## src/sv/multi_axis_rotary_position_ids_assert.svh

```systemverilog
// assertion macros for the rotary position id block
`ifndef MULTI_AXIS_ROTARY_POSITION_IDS_ASSERT_SVH
`define MULTI_AXIS_ROTARY_POSITION_IDS_ASSERT_SVH

`ifndef NO_ASSERTIONS
`define MRPI_ASSERT(lbl, prop, msg) \
  lbl: assert property (@(posedge clk_i) disable iff (!rst_ni) prop) else $error(msg);
`define MRPI_ASSERT_RST(lbl, prop, msg) \
  lbl: assert property (@(posedge clk_i) prop) else $error(msg);
`else
`define MRPI_ASSERT(lbl, prop, msg)
`define MRPI_ASSERT_RST(lbl, prop, msg)
`endif

`endif

```

## src/sv/mrpi_pkg.sv

```systemverilog
// shared constants and types for the rotary position id block
package mrpi_pkg;

  localparam int PosBits     = 20;
  localparam int GridSideMax = 64;
  localparam int TokBits     = 18;
  localparam int CfgSideBits = 7;
  localparam int CfgIdxBits  = 2;
  localparam int CfgDataBits = 18;

  localparam int SideBits = $clog2(GridSideMax + 1);
  localparam int IdxBits  = $clog2(GridSideMax);
  localparam int RunCap   = GridSideMax * GridSideMax + 1;
  localparam int RunBits  = $clog2(RunCap + 2);

  localparam logic [CfgIdxBits-1:0] CfgImageToken = 2'd0;
  localparam logic [CfgIdxBits-1:0] CfgGridRows   = 2'd1;
  localparam logic [CfgIdxBits-1:0] CfgGridCols   = 2'd2;

  typedef struct packed {
    logic [PosBits-1:0] pos_time;
    logic [PosBits-1:0] pos_row;
    logic [PosBits-1:0] pos_col;
    logic [PosBits-1:0] next_free_position;
    logic               span_mismatch;
    logic               error_seen;
    logic               seq_end;
  } res_t;

endpackage

```

## src/sv/mrpi_if.sv

```systemverilog
// stream and configuration channel interfaces for the rotary position id block
interface mrpi_tok_if;
  logic                         valid;
  logic                         ready;
  logic [mrpi_pkg::TokBits-1:0] token_value;
  logic                         final_token;

  modport source (output valid, output token_value, output final_token, input ready);
  modport sink (input valid, input token_value, input final_token, output ready);
endinterface

interface mrpi_res_if;
  logic                         valid;
  logic                         ready;
  logic [mrpi_pkg::PosBits-1:0] pos_time;
  logic [mrpi_pkg::PosBits-1:0] pos_row;
  logic [mrpi_pkg::PosBits-1:0] pos_col;
  logic [mrpi_pkg::PosBits-1:0] next_free_position;
  logic                         span_mismatch;
  logic                         error_seen;
  logic                         seq_end;

  modport source (output valid, output pos_time, output pos_row, output pos_col,
                  output next_free_position, output span_mismatch, output error_seen,
                  output seq_end, input ready);
  modport sink (input valid, input pos_time, input pos_row, input pos_col,
                input next_free_position, input span_mismatch, input error_seen,
                input seq_end, output ready);
endinterface

interface mrpi_cfg_if;
  logic                             valid;
  logic                             ready;
  logic [mrpi_pkg::CfgIdxBits-1:0]  index;
  logic [mrpi_pkg::CfgDataBits-1:0] data;

  modport source (output valid, output index, output data, input ready);
  modport sink (input valid, input index, input data, output ready);
endinterface

```

## src/sv/multi_axis_rotary_position_ids.sv

```systemverilog
// top level: three-axis rotary position ids for a text and image token stream
//
//   channel | dir | payload                                   | handshake
//   cfg_i   | in  | index, data                               | valid/ready
//   tok_i   | in  | token_value, final_token                  | valid/ready
//   res_o   | out | pos_time/row/col, next_free_position, flags | valid/ready
//
// one token per cycle sustained while results are taken; an input beat reaches its result beat
// through the input register, then the position update into the result register
// the position counter and run state update together with the result register, which sets the rate
// reset clears run state, input and result valid; config registers return to defaults, no sweep
// a stalled result holds its register; the input stage still drains into it once free
module multi_axis_rotary_position_ids (
  input  logic     clk_i,
  input  logic     rst_ni,
  mrpi_cfg_if.sink cfg_i,
  mrpi_tok_if.sink tok_i,
  mrpi_res_if.source res_o
);

  localparam int P = mrpi_pkg::PosBits;
  localparam int S = mrpi_pkg::SideBits;
  localparam int I = mrpi_pkg::IdxBits;
  localparam int R = mrpi_pkg::RunBits;

  function automatic logic [P-1:0] sat_add(logic [P-1:0] a, logic [P-1:0] b);
    logic [P:0] s;
    s = {1'b0, a} + {1'b0, b};
    return s[P] ? {P{1'b1}} : s[P-1:0];
  endfunction

  function automatic logic [S-1:0] clamp_side(logic [mrpi_pkg::CfgSideBits-1:0] v);
    if (v == '0) begin
      return S'(1);
    end else if (32'(v) > mrpi_pkg::GridSideMax) begin
      return S'(mrpi_pkg::GridSideMax);
    end else begin
      return S'(v);
    end
  endfunction

  // configuration registers
  logic [mrpi_pkg::TokBits-1:0]     img_tok_q;
  logic [mrpi_pkg::CfgSideBits-1:0] grid_rows_q;
  logic [mrpi_pkg::CfgSideBits-1:0] grid_cols_q;

  assign cfg_i.ready = 1'b1;

  always_ff @(posedge clk_i or negedge rst_ni) begin
    if (!rst_ni) begin
      img_tok_q   <= '0;
      grid_rows_q <= mrpi_pkg::CfgSideBits'(1);
      grid_cols_q <= mrpi_pkg::CfgSideBits'(1);
    end else if (cfg_i.valid) begin
      case (cfg_i.index)
        mrpi_pkg::CfgImageToken: img_tok_q   <= cfg_i.data;
        mrpi_pkg::CfgGridRows:   grid_rows_q <= cfg_i.data[mrpi_pkg::CfgSideBits-1:0];
        mrpi_pkg::CfgGridCols:   grid_cols_q <= cfg_i.data[mrpi_pkg::CfgSideBits-1:0];
        default: ;
      endcase
    end
  end

  logic [S-1:0] rows_c, cols_c, side_c;
  logic [R-1:0] expect_c;

  assign rows_c   = clamp_side(grid_rows_q);
  assign cols_c   = clamp_side(grid_cols_q);
  assign side_c   = (rows_c > cols_c) ? rows_c : cols_c;
  assign expect_c = R'(rows_c) * R'(cols_c);

  // input stage
  logic s1_valid_q, s1_img_q, s1_final_q;
  logic s1_adv;
  logic res_valid_q;
  mrpi_pkg::res_t res_q, res_d;

  assign s1_adv      = s1_valid_q && (!res_valid_q || res_o.ready);
  assign tok_i.ready = !s1_valid_q || s1_adv;

  always_ff @(posedge clk_i or negedge rst_ni) begin
    if (!rst_ni) begin
      s1_valid_q <= 1'b0;
    end else if (tok_i.ready) begin
      s1_valid_q <= tok_i.valid;
    end
  end

  always_ff @(posedge clk_i) begin
    if (tok_i.valid && tok_i.ready) begin
      s1_img_q   <= (tok_i.token_value == img_tok_q);
      s1_final_q <= tok_i.final_token;
    end
  end

  // sequence state
  logic [P-1:0] counter_q, counter_d, base_q, base_d;
  logic [I-1:0] row_q, row_d, col_q, col_d;
  logic [R-1:0] rl_q, rl_d;
  logic         in_run_q, in_run_d, sticky_q, sticky_d;

  logic [P-1:0] base, pt, pr, pc, nxt, close_pos;
  logic [I-1:0] ri0, ci0, ri, ci;
  logic [S-1:0] ci_inc, ri_inc;
  logic [R-1:0] rl0, rl1;
  logic         mism;

  always_comb begin
    counter_d = counter_q;
    base_d    = base_q;
    row_d     = row_q;
    col_d     = col_q;
    rl_d      = rl_q;
    in_run_d  = in_run_q;
    mism      = 1'b0;
    base      = in_run_q ? base_q : counter_q;
    ri0       = in_run_q ? row_q : '0;
    ci0       = in_run_q ? col_q : '0;
    rl0       = in_run_q ? rl_q : '0;
    // a side shrunk mid-run wraps a stale index
    ci        = (S'(ci0) >= cols_c) ? '0 : ci0;
    ri        = (S'(ri0) >= rows_c) ? '0 : ri0;
    rl1       = (32'(rl0) < mrpi_pkg::RunCap) ? rl0 + R'(1) : rl0;
    ci_inc    = S'(ci) + S'(1);
    ri_inc    = S'(ri) + S'(1);
    close_pos = sat_add(base_q, P'(side_c));
    pt        = counter_q;
    pr        = counter_q;
    pc        = counter_q;
    nxt       = counter_q;
    if (s1_img_q) begin
      pt       = base;
      pr       = sat_add(base, P'(ri));
      pc       = sat_add(base, P'(ci));
      nxt      = sat_add(base, P'(side_c));
      mism     = (rl1 == expect_c + R'(1)) || (s1_final_q && (rl1 < expect_c));
      in_run_d = 1'b1;
      base_d   = base;
      rl_d     = rl1;
      if (ci_inc >= cols_c) begin
        col_d = '0;
        row_d = (ri_inc >= rows_c) ? '0 : I'(ri_inc);
      end else begin
        col_d = I'(ci_inc);
        row_d = ri;
      end
    end else begin
      if (in_run_q) begin
        mism      = rl_q < expect_c;
        pt        = close_pos;
        pr        = close_pos;
        pc        = close_pos;
        in_run_d  = 1'b0;
      end
      counter_d = sat_add(pt, P'(1));
      nxt       = counter_d;
    end
    sticky_d = sticky_q | mism;

    res_d.pos_time           = pt;
    res_d.pos_row            = pr;
    res_d.pos_col            = pc;
    res_d.next_free_position = nxt;
    res_d.span_mismatch      = mism;
    res_d.error_seen         = sticky_d;
    res_d.seq_end            = s1_final_q;

    if (s1_final_q) begin
      counter_d = '0;
      base_d    = '0;
      row_d     = '0;
      col_d     = '0;
      rl_d      = '0;
      in_run_d  = 1'b0;
      sticky_d  = 1'b0;
    end
  end

  always_ff @(posedge clk_i or negedge rst_ni) begin
    if (!rst_ni) begin
      counter_q   <= '0;
      base_q      <= '0;
      row_q       <= '0;
      col_q       <= '0;
      rl_q        <= '0;
      in_run_q    <= 1'b0;
      sticky_q    <= 1'b0;
      res_valid_q <= 1'b0;
    end else begin
      if (s1_adv) begin
        counter_q   <= counter_d;
        base_q      <= base_d;
        row_q       <= row_d;
        col_q       <= col_d;
        rl_q        <= rl_d;
        in_run_q    <= in_run_d;
        sticky_q    <= sticky_d;
        res_valid_q <= 1'b1;
      end else if (res_o.ready) begin
        res_valid_q <= 1'b0;
      end
    end
  end

  always_ff @(posedge clk_i) begin
    if (s1_adv) begin
      res_q <= res_d;
    end
  end

  assign res_o.valid              = res_valid_q;
  assign res_o.pos_time           = res_q.pos_time;
  assign res_o.pos_row            = res_q.pos_row;
  assign res_o.pos_col            = res_q.pos_col;
  assign res_o.next_free_position = res_q.next_free_position;
  assign res_o.span_mismatch      = res_q.span_mismatch;
  assign res_o.error_seen         = res_q.error_seen;
  assign res_o.seq_end            = res_q.seq_end;

`include "multi_axis_rotary_position_ids_assert.svh"

  `MRPI_ASSERT(a_final_clears, (s1_adv && s1_final_q) |=> (counter_q == '0 && !in_run_q && !sticky_q), "state not cleared after final token")
  `MRPI_ASSERT(a_sticky_covers, res_valid_q |-> (!res_q.span_mismatch || res_q.error_seen), "mismatch without sticky error")
  `MRPI_ASSERT(a_axis_order, res_valid_q |-> (res_q.pos_row >= res_q.pos_time && res_q.pos_col >= res_q.pos_time), "row or column below time axis")
  `MRPI_ASSERT_RST(a_reset_idle, !rst_ni |-> !res_valid_q, "result valid during reset")

endmodule

```

## src/flat_wrapper.sv

```systemverilog
// flat-port wrapper written by rule: the top's interface ports become plain ports
module multi_axis_rotary_position_ids_flat 
  (clk_i, rst_ni, cfg_i_valid, cfg_i_index, cfg_i_data, cfg_i_ready, tok_i_valid, tok_i_token_value, tok_i_final_token, tok_i_ready, res_o_valid, res_o_pos_time, res_o_pos_row, res_o_pos_col, res_o_next_free_position, res_o_span_mismatch, res_o_error_seen, res_o_seq_end, res_o_ready);
  mrpi_cfg_if cfg_i_i ();
  mrpi_tok_if tok_i_i ();
  mrpi_res_if res_o_i ();
  input  logic clk_i;
  input  logic rst_ni;
  input wire logic [$bits(cfg_i_i.valid)-1:0] cfg_i_valid;
  input wire logic [$bits(cfg_i_i.index)-1:0] cfg_i_index;
  input wire logic [$bits(cfg_i_i.data)-1:0] cfg_i_data;
  output wire logic [$bits(cfg_i_i.ready)-1:0] cfg_i_ready;
  input wire logic [$bits(tok_i_i.valid)-1:0] tok_i_valid;
  input wire logic [$bits(tok_i_i.token_value)-1:0] tok_i_token_value;
  input wire logic [$bits(tok_i_i.final_token)-1:0] tok_i_final_token;
  output wire logic [$bits(tok_i_i.ready)-1:0] tok_i_ready;
  output wire logic [$bits(res_o_i.valid)-1:0] res_o_valid;
  output wire logic [$bits(res_o_i.pos_time)-1:0] res_o_pos_time;
  output wire logic [$bits(res_o_i.pos_row)-1:0] res_o_pos_row;
  output wire logic [$bits(res_o_i.pos_col)-1:0] res_o_pos_col;
  output wire logic [$bits(res_o_i.next_free_position)-1:0] res_o_next_free_position;
  output wire logic [$bits(res_o_i.span_mismatch)-1:0] res_o_span_mismatch;
  output wire logic [$bits(res_o_i.error_seen)-1:0] res_o_error_seen;
  output wire logic [$bits(res_o_i.seq_end)-1:0] res_o_seq_end;
  input wire logic [$bits(res_o_i.ready)-1:0] res_o_ready;
  assign cfg_i_i.valid = cfg_i_valid;
  assign cfg_i_i.index = cfg_i_index;
  assign cfg_i_i.data = cfg_i_data;
  assign cfg_i_ready = cfg_i_i.ready;
  assign tok_i_i.valid = tok_i_valid;
  assign tok_i_i.token_value = tok_i_token_value;
  assign tok_i_i.final_token = tok_i_final_token;
  assign tok_i_ready = tok_i_i.ready;
  assign res_o_valid = res_o_i.valid;
  assign res_o_pos_time = res_o_i.pos_time;
  assign res_o_pos_row = res_o_i.pos_row;
  assign res_o_pos_col = res_o_i.pos_col;
  assign res_o_next_free_position = res_o_i.next_free_position;
  assign res_o_span_mismatch = res_o_i.span_mismatch;
  assign res_o_error_seen = res_o_i.error_seen;
  assign res_o_seq_end = res_o_i.seq_end;
  assign res_o_i.ready = res_o_ready;
  multi_axis_rotary_position_ids u_core (.clk_i(clk_i), .rst_ni(rst_ni), .cfg_i(cfg_i_i), .tok_i(tok_i_i), .res_o(res_o_i));
endmodule
```

## config.mk

```make
export PLATFORM = sky130hd
export DESIGN_NAME = multi_axis_rotary_position_ids_flat
export DESIGN_NICKNAME = d
export VERILOG_FILES = /design/src/sv/mrpi_pkg.sv /design/src/sv/mrpi_if.sv /design/src/sv/multi_axis_rotary_position_ids.sv /design/src/flat_wrapper.sv
export VERILOG_INCLUDE_DIRS = /design/src /design/src/sv
export SDC_FILE = /design/constraint.sdc
export NUM_CORES = 1
export LEC_CHECK = 0
export BUFFER_PORTS_ARGS = -buffer_cell sky130_fd_sc_hd__buf_2
export CAP_MARGIN = 20
export CORE_ASPECT_RATIO = 1.4
export CORE_MARGIN = 3
export CORE_UTILIZATION = 55
export DETAILED_ROUTE_END_ITERATION = 12
export PLACE_DENSITY = 0.78
export SLEW_MARGIN = 0
export SYNTH_ARGS = -nofsm -noshare
export SYNTH_HDL_FRONTEND = slang
export SYNTH_SLANG_ARGS = --single-unit
```

## constraint.sdc

```tcl
create_clock -name clk_i -period 8.6 [get_ports clk_i]
set_input_delay 0.86 -clock clk_i [delete_from_list [all_inputs] [get_ports clk_i]]
set_output_delay 0.86 -clock clk_i [all_outputs]
set_load 0.03 [all_outputs]
```

==> impl_metrics.yaml, run 1 <==
run_status:
  outcome: "completed"
timing:
  setup_violations: 0
  skew_ns: 0.01197
  slew_violations: 0
  finalSetupTns_ns: 0
  finalCriticalPeriod_ns: 7.884
  fin_ws_ns: 0.7162
  max-slew-margin-rel_pct: 33.07
  fin_crit_sh_pct: 91.67
  rsz0062_at_grt: "no"
  worst_pin_slew_ns: 1.004
  finalHoldViolCount: 0
  fmax_mhz: 126.8
critical_path:
  crit_fanout: 14
  critPathTopFamily: "simple AND/OR/NAND/NOR gates"
  cp_slowest_stage_delay_ns: 0.62
  path_class: "flop to flop"
  slowest_stage: "or3_1"
  cp.arrival_ns: 8.14
  start_kind: "flop"
  cp.required_ns: 8.86
  path_buf_inv: 3
  end_kind: "flop"
cts:
  postCtsSetupBuffers: 0
  clk_latency_ns: 0.44
  cts-buffers-inserted: 17
  htreeDepth: 4
  numClockSinks: 186
  clk_path_buf_depth: 2
  cts_root_buf: "clkbuf_16"
  cts_tree: "built"
  hold_buffers: 0
  cts_resized: 0
  path_clk_slew_ns: 0.08
grt:
  grtUsageTotal_pct: 27.65
  antenna_found_initial: 0
  grt_max_degree: 83
  grt_pass1_wl_um: 62710
  grt_overflow: 0
  grt_pass1_vias: 12150
placement:
  hpwl_um: 30050
  post-place-ws_ns: 0.9906
  place_congestion: 0.9698
  io_buffers: 128
yosys:
  synth_seq_area_share_pct: 34.98
  ys_top_cells_by_area: "edfxtp_1, dfrtp_1, ha_1, nor2_1, xnor2_1"
  synth_edf_count: 85
  yosysMostFrequentCell: "nor2_1"
  yosys.area_share.simple_pct: 17.06
  synth_flop_cell: "dfrtp_1"
  syn_avg_cell_area_sq_um: 9.399
  yosysTopAreaCellShare_pct: 17.57
  synthAdderAreaFrac_pct: 14.57
  syn_nets: 1743
  yosysWarnings: 0
  synth_common_cells: "nor2_1, nand2_1, ha_1"
  synth_top_family_by_area: "compound AO/OA/AOI/OAI gates"
  syn_inst: 1546
  synth_xor_area_share_pct: 7.294
  synth-compound-area-share_pct: 17.11
  ys_async_sr_fraction_pct: 54.30
  ys_types: 94
  ys_ff_latch: 186
  netlist.top_cell.by_area: "edfxtp_1"
  synthesis.area_sq_um: 14530
  muxShareOfSynthArea_pct: 4.753
routing:
  drc: 0
  drt_pre_antenna_iters: 8
  vias: 12190
  drt_iter0_drc: 1219
  vias_per_cell: 6.151
  wl_per_cell_um: 19.71
  routed_wl_um: 39060
  antenna_left: 0
floorplan:
  initial_core_util_pct: 56.48
  rows: 69
  io_pins: 130
  die_area_sq_um: 28430
  die_h_um: 198.3
  die_w_um: 143.4
  fp.coreArea_sq_um: 25730
layout:
  layout.nets: 1847
  drive_above_1_share_pct: 15.39
  area_delta_synth_final_pct: 10.32
  antennaDiodeCount: 0
  seq_area_sq_um: 5084
  multi_input_area_sq_um: 8845
  utilization_pct: 62.31
  n_fill_cell: 2198
power_and_ir_drop:
  ir_drop_v: 0.0001436
  p_leak_nw: 7.283
  powerDensity_nw_per_um2: 207.0
hold_path:
  hold_path.class: "primary input to asynchronous set/reset pin"
flow_run:
  max-cap-violations: 0
==> flip-flops by register name (all words and copies together), names as in the netlist, 7 cells and up <==
signal,flops
u_core.base_q,20
u_core.counter_q,20
u_core.grid_cols_q,7
u_core.grid_rows_q,7
u_core.img_tok_q,18
u_core.res_o.next_free_position,20
u_core.res_o.pos_col,20
u_core.res_o.pos_row,20
u_core.res_o.pos_time,20
u_core.rl_q,13
==> final timing paths <==
path | from | end | slack (ns) | cells past startpoint
setup / recovery | u_core.grid_cols_q[3] | u_core.res_o.next_free_position[17] | 0.72 | 28
setup reg to reg | u_core.grid_cols_q[3] | u_core.res_o.next_free_position[17] | 0.72 | 28
max in group asynchronous | rst_ni | u_core.in_run_q | 6.90 | 2
hold / removal | rst_ni | u_core.grid_cols_q[5] | 0.40 | 1
hold reg to reg | u_core.s1_valid_q | u_core.res_o.valid | 0.49 | 1
min in group clk_i | u_core.s1_valid_q | u_core.res_o.valid | 0.49 | 1
==> power breakdown <==
group / leakage (nW) / internal, W / total, W / switching [W]
clock: 0.293 / 0.000441 / 0.000828 / 0.000387
sequential: 2.16 / 0.00104 / 0.00111 / 0.0000636
combinational: 4.83 / 0.000517 / 0.00138 / 0.000865
==> worst register-to-register path: cells and delay by family, from the launching register on <==
kind | cells | cell delay, ns
and+or+nand+nor | 10 | 3.21
DFF | 1 | 0.40
AOI/OAI and AO/OA | 11 | 2.63
buffers and inverters | 3 | 0.39
adders and majority gates | 4 | 1.08
==> cells by family (layout without fill, tap and decap cells) <==
kind of cell               after synthesis  count (layout)
and+or+nand+nor                        506             506
AOI/OAI and AO/OA                      370             370
DFF                                    186             186
adders and majority gates              153             153
buffers and inverters                  146             263
xor gates and xnor gates               121             121
muxes                                   63              63
other                                    1               1
==> metal layers <==
| layer | part of all wire, % | vias up | track usage, % |
|---|---|---|---|
| met1 | 40 | 5907 | 33.32 |
| met3 | 4.8 | 89 | 3.600 |
| met5 | 0 | - | 0 |
| met4 | 4.0 | 0 | 11.27 |
| met2 | 51 | 459 | 49.47 |
| li1 | - | 5737 | - |
==> stage by stage <==
step | total power, W | instance area (sq um) | std cells | hold slack, ns
final | 0.003318 | 16030 | 1982 | 0.3966
after global routing | 0.003510 | 16030 | 1982 | 0.4115
after CTS | 0.003314 | 16030 | 1982 | 0.3991
after detailed placement | 0.002488 | 15420 | 1950 | 0.4774
after global placement | 0.002450 | 15420 | 1950 | 0.4649
after floorplan | 0.002129 | 14530 | 1546 | 0.4479
==> area by class of cell <==
| class | count | share of cell area [%] |
|---|---|---|
| Multi-Input combinational cell | 1214 | 55.17 |
| Sequential cell | 186 | 31.71 |
| Timing Repair Buffer | 145 | 4.808 |
| Clock buffer | 17 | 2.654 |
| Tap cell | 319 | 2.490 |
| Inverter | 86 | 2.022 |
| Clock inverter | 15 | 1.140 |
==> placed cells by master (no fill, tap or decap), types with 13 or more instances in the layout <==
master,count
fa_1,27
mux2i_1,18
clkbuf_16,17
and2_1,18
inv_1,82
mux2_2,44
ha_1,126
a21oi_1,99
o21ai_0,65
nor2_1,160
nand2b_1,18
buf_2,127
o211ai_1,14
xor2_1,57
nand2_1,138
o21ai_1,13
a31oi_1,15
nor2b_1,33
a21o_1,41
or3_1,19
edfxtp_1,85
nand3_1,25
dfrtp_1,98
nor3_1,16
buf_4,18
nor4_1,14
xnor2_1,64
(Power assumes the default switching activity.)
==> run 2: changes to the inputs <==
clock period = 8.4 ns   (was 8.6 ns; I/O delays follow)
==> run 2 against run 1 <==
Setup slack worse by 0.075 ns. Flip-flop and latch count unchanged. Fmax is 1.6% higher. Critical path depth did not move. Combinational power about the same. Critical path type unchanged. Largest power group unchanged. Highest routed layer unchanged.
==> impl_metrics.yaml, run 2 (synthesis results as in run 1) <==
cts:
  path_clk_slew_ns: 0.08
  htreeDepth: 4
  hold_buffers: 0
  cts_resized: 0
  clk_path_buf_depth: 2
  numClockSinks: 186
  postCtsSetupBuffers: 0
  cts_root_buf: "clkbuf_16"
  cts_tree: "built"
  cts-buffers-inserted: 17
  clk_latency_ns: 0.45
timing:
  skew_ns: 0.01038
  setup_violations: 0
  finalCriticalPeriod_ns: 7.759
  fin_ws_ns: 0.6410
  slew_violations: 0
  finalSetupTns_ns: 0
  rsz0062_at_grt: "no"
  fin_crit_sh_pct: 92.37
  max-slew-margin-rel_pct: 33.15
  worst_pin_slew_ns: 1.003
  finalHoldViolCount: 0
  whs_ns: 0.3681
  fmax_mhz: 128.9
critical_path:
  slowest_stage: "or3_1"
  cp.arrival_ns: 8.03
  path_class: "flop to flop"
  start_kind: "flop"
  crit_fanout: 14
  cp_slowest_stage_delay_ns: 0.60
  end_kind: "flop"
  cp.required_ns: 8.67
floorplan:
  fp.coreArea_sq_um: 25730
  rows: 69
  die_h_um: 198.3
  die_w_um: 143.4
  io_pins: 130
  initial_core_util_pct: 56.48
  die_area_sq_um: 28430
routing:
  routed_wl_um: 39060
  drc: 0
  vias: 12130
  wl_per_cell_um: 19.71
  vias_per_cell: 6.121
  antenna_left: 0
  drt_pre_antenna_iters: 7
  drt_iter0_drc: 1000
layout:
  final_cell_mix: "nor2_1, nand2_1, buf_2"
  fin_area_sq_um: 16000
  area_delta_synth_final_pct: 10.12
  layout.nets: 1846
  drive_above_1_share_pct: 15.16
  layout_commonest_cell: "nor2_1"
  antennaDiodeCount: 0
power_and_ir_drop:
  powerDensity_nw_per_um2: 210.3
  p_leak_nw: 7.260
  ir_drop_v: 0.0001522
grt:
  grt_pass1_vias: 12120
  grt_pass1_wl_um: 62760
  antenna_found_initial: 0
  grtUsageTotal_pct: 27.89
  grt_max_degree: 81
  grt_overflow: 0
placement:
  hpwl_um: 30140
  place_congestion: 0.9804
  place_area_sq_um: 15410
  io_buffers: 128
  post-place-ws_ns: 0.8215
flow_run:
  max-cap-violations: 0
hold_path:
  hold_path.class: "primary input to asynchronous set/reset pin"
run_status:
  outcome: "completed"
==> run 2: cell types whose count changed in the layout (fill, tap and decap cells not counted) <==
| cell | before | now |
|---|---|---|
| clkinv_1 | 2 | 4 |
| clkinv_4 | 2 | 0 |
| clkinvlp_4 | 2 | 4 |
| inv_6 | 4 | 2 |
| buf_4 | 18 | 17 |
| clkbuf_1 | 0 | 1 |
| clkbuf_8 | 0 | 1 |
| clkinv_8 | 1 | 0 |
| inv_8 | 3 | 2 |
==> run 2: power by group <==
group	internal [W]	leakage [nW]	total, W	switching, W
Combinational	0.000527	4.83	0.00141	0.000878
Clock	0.000450	0.275	0.000822	0.000373
Sequential	0.00107	2.16	0.00114	0.0000676
==> run 2: per-stage QoR <==
step / total power [W] / instances / util, %
2_1_floorplan: 0.002180 / 1546 / -
3_3_place_gp: 0.002511 / 1949 / 59.92
3_5_place_dp: 0.002546 / 1949 / 59.92
4_1_cts: 0.003368 / 1981 / 62.19
5_1_grt: 0.003569 / 1981 / 62.19
6_report: 0.003365 / 1981 / 62.19
==> run 2: per-layer routing <==
| metal | vias up | global-route usage (%) | part of all wire [%] |
|---|---|---|---|
| met3 | 110 | 3.600 | 5.1 |
| met1 | 5779 | 32.81 | 39 |
| met5 | - | 0 | 0 |
| li1 | 5743 | - | - |
| met2 | 494 | 49.58 | 51 |
| met4 | 0 | 13.82 | 4.9 |
==> run 2: area by class of cell <==
class	count	area (sq um)
Clock inverter	13	142.6
Fill cell	2181	9727
Multi-Input combinational cell	1214	8845
Inverter	86	324.1
Timing Repair Buffer	144	763.2
Tap cell	319	399.1
Sequential cell	186	5084
Clock buffer	19	442.9
==> run 2: worst max-delay path: cells and delay by family, from the launching register on <==
kind                     cells  cell delay (ns)
buffers and inverters        3             0.38
adder cells (fa/ha/maj)      4             1.08
AND/OR/NAND/NOR             10             3.20
flip-flops                   1             0.40
AO/OA/AOI/OAI               11             2.54
==> run 2: final timing paths <==
check	to	slack, ns	start	cells after the start
max	u_core.res_o.next_free_position[13]	0.64	u_core.grid_cols_q[3]	28
min	u_core.grid_cols_q[2]	0.37	rst_ni	1
max reg2reg	u_core.res_o.next_free_position[13]	0.64	u_core.grid_cols_q[3]	28
min reg2reg	u_core.counter_q[7]	0.50	u_core.counter_q[7]	2
max in group asynchronous	u_core.in_run_q	6.68	rst_ni	2
min in group clk_i	u_core.counter_q[7]	0.50	u_core.counter_q[7]	2
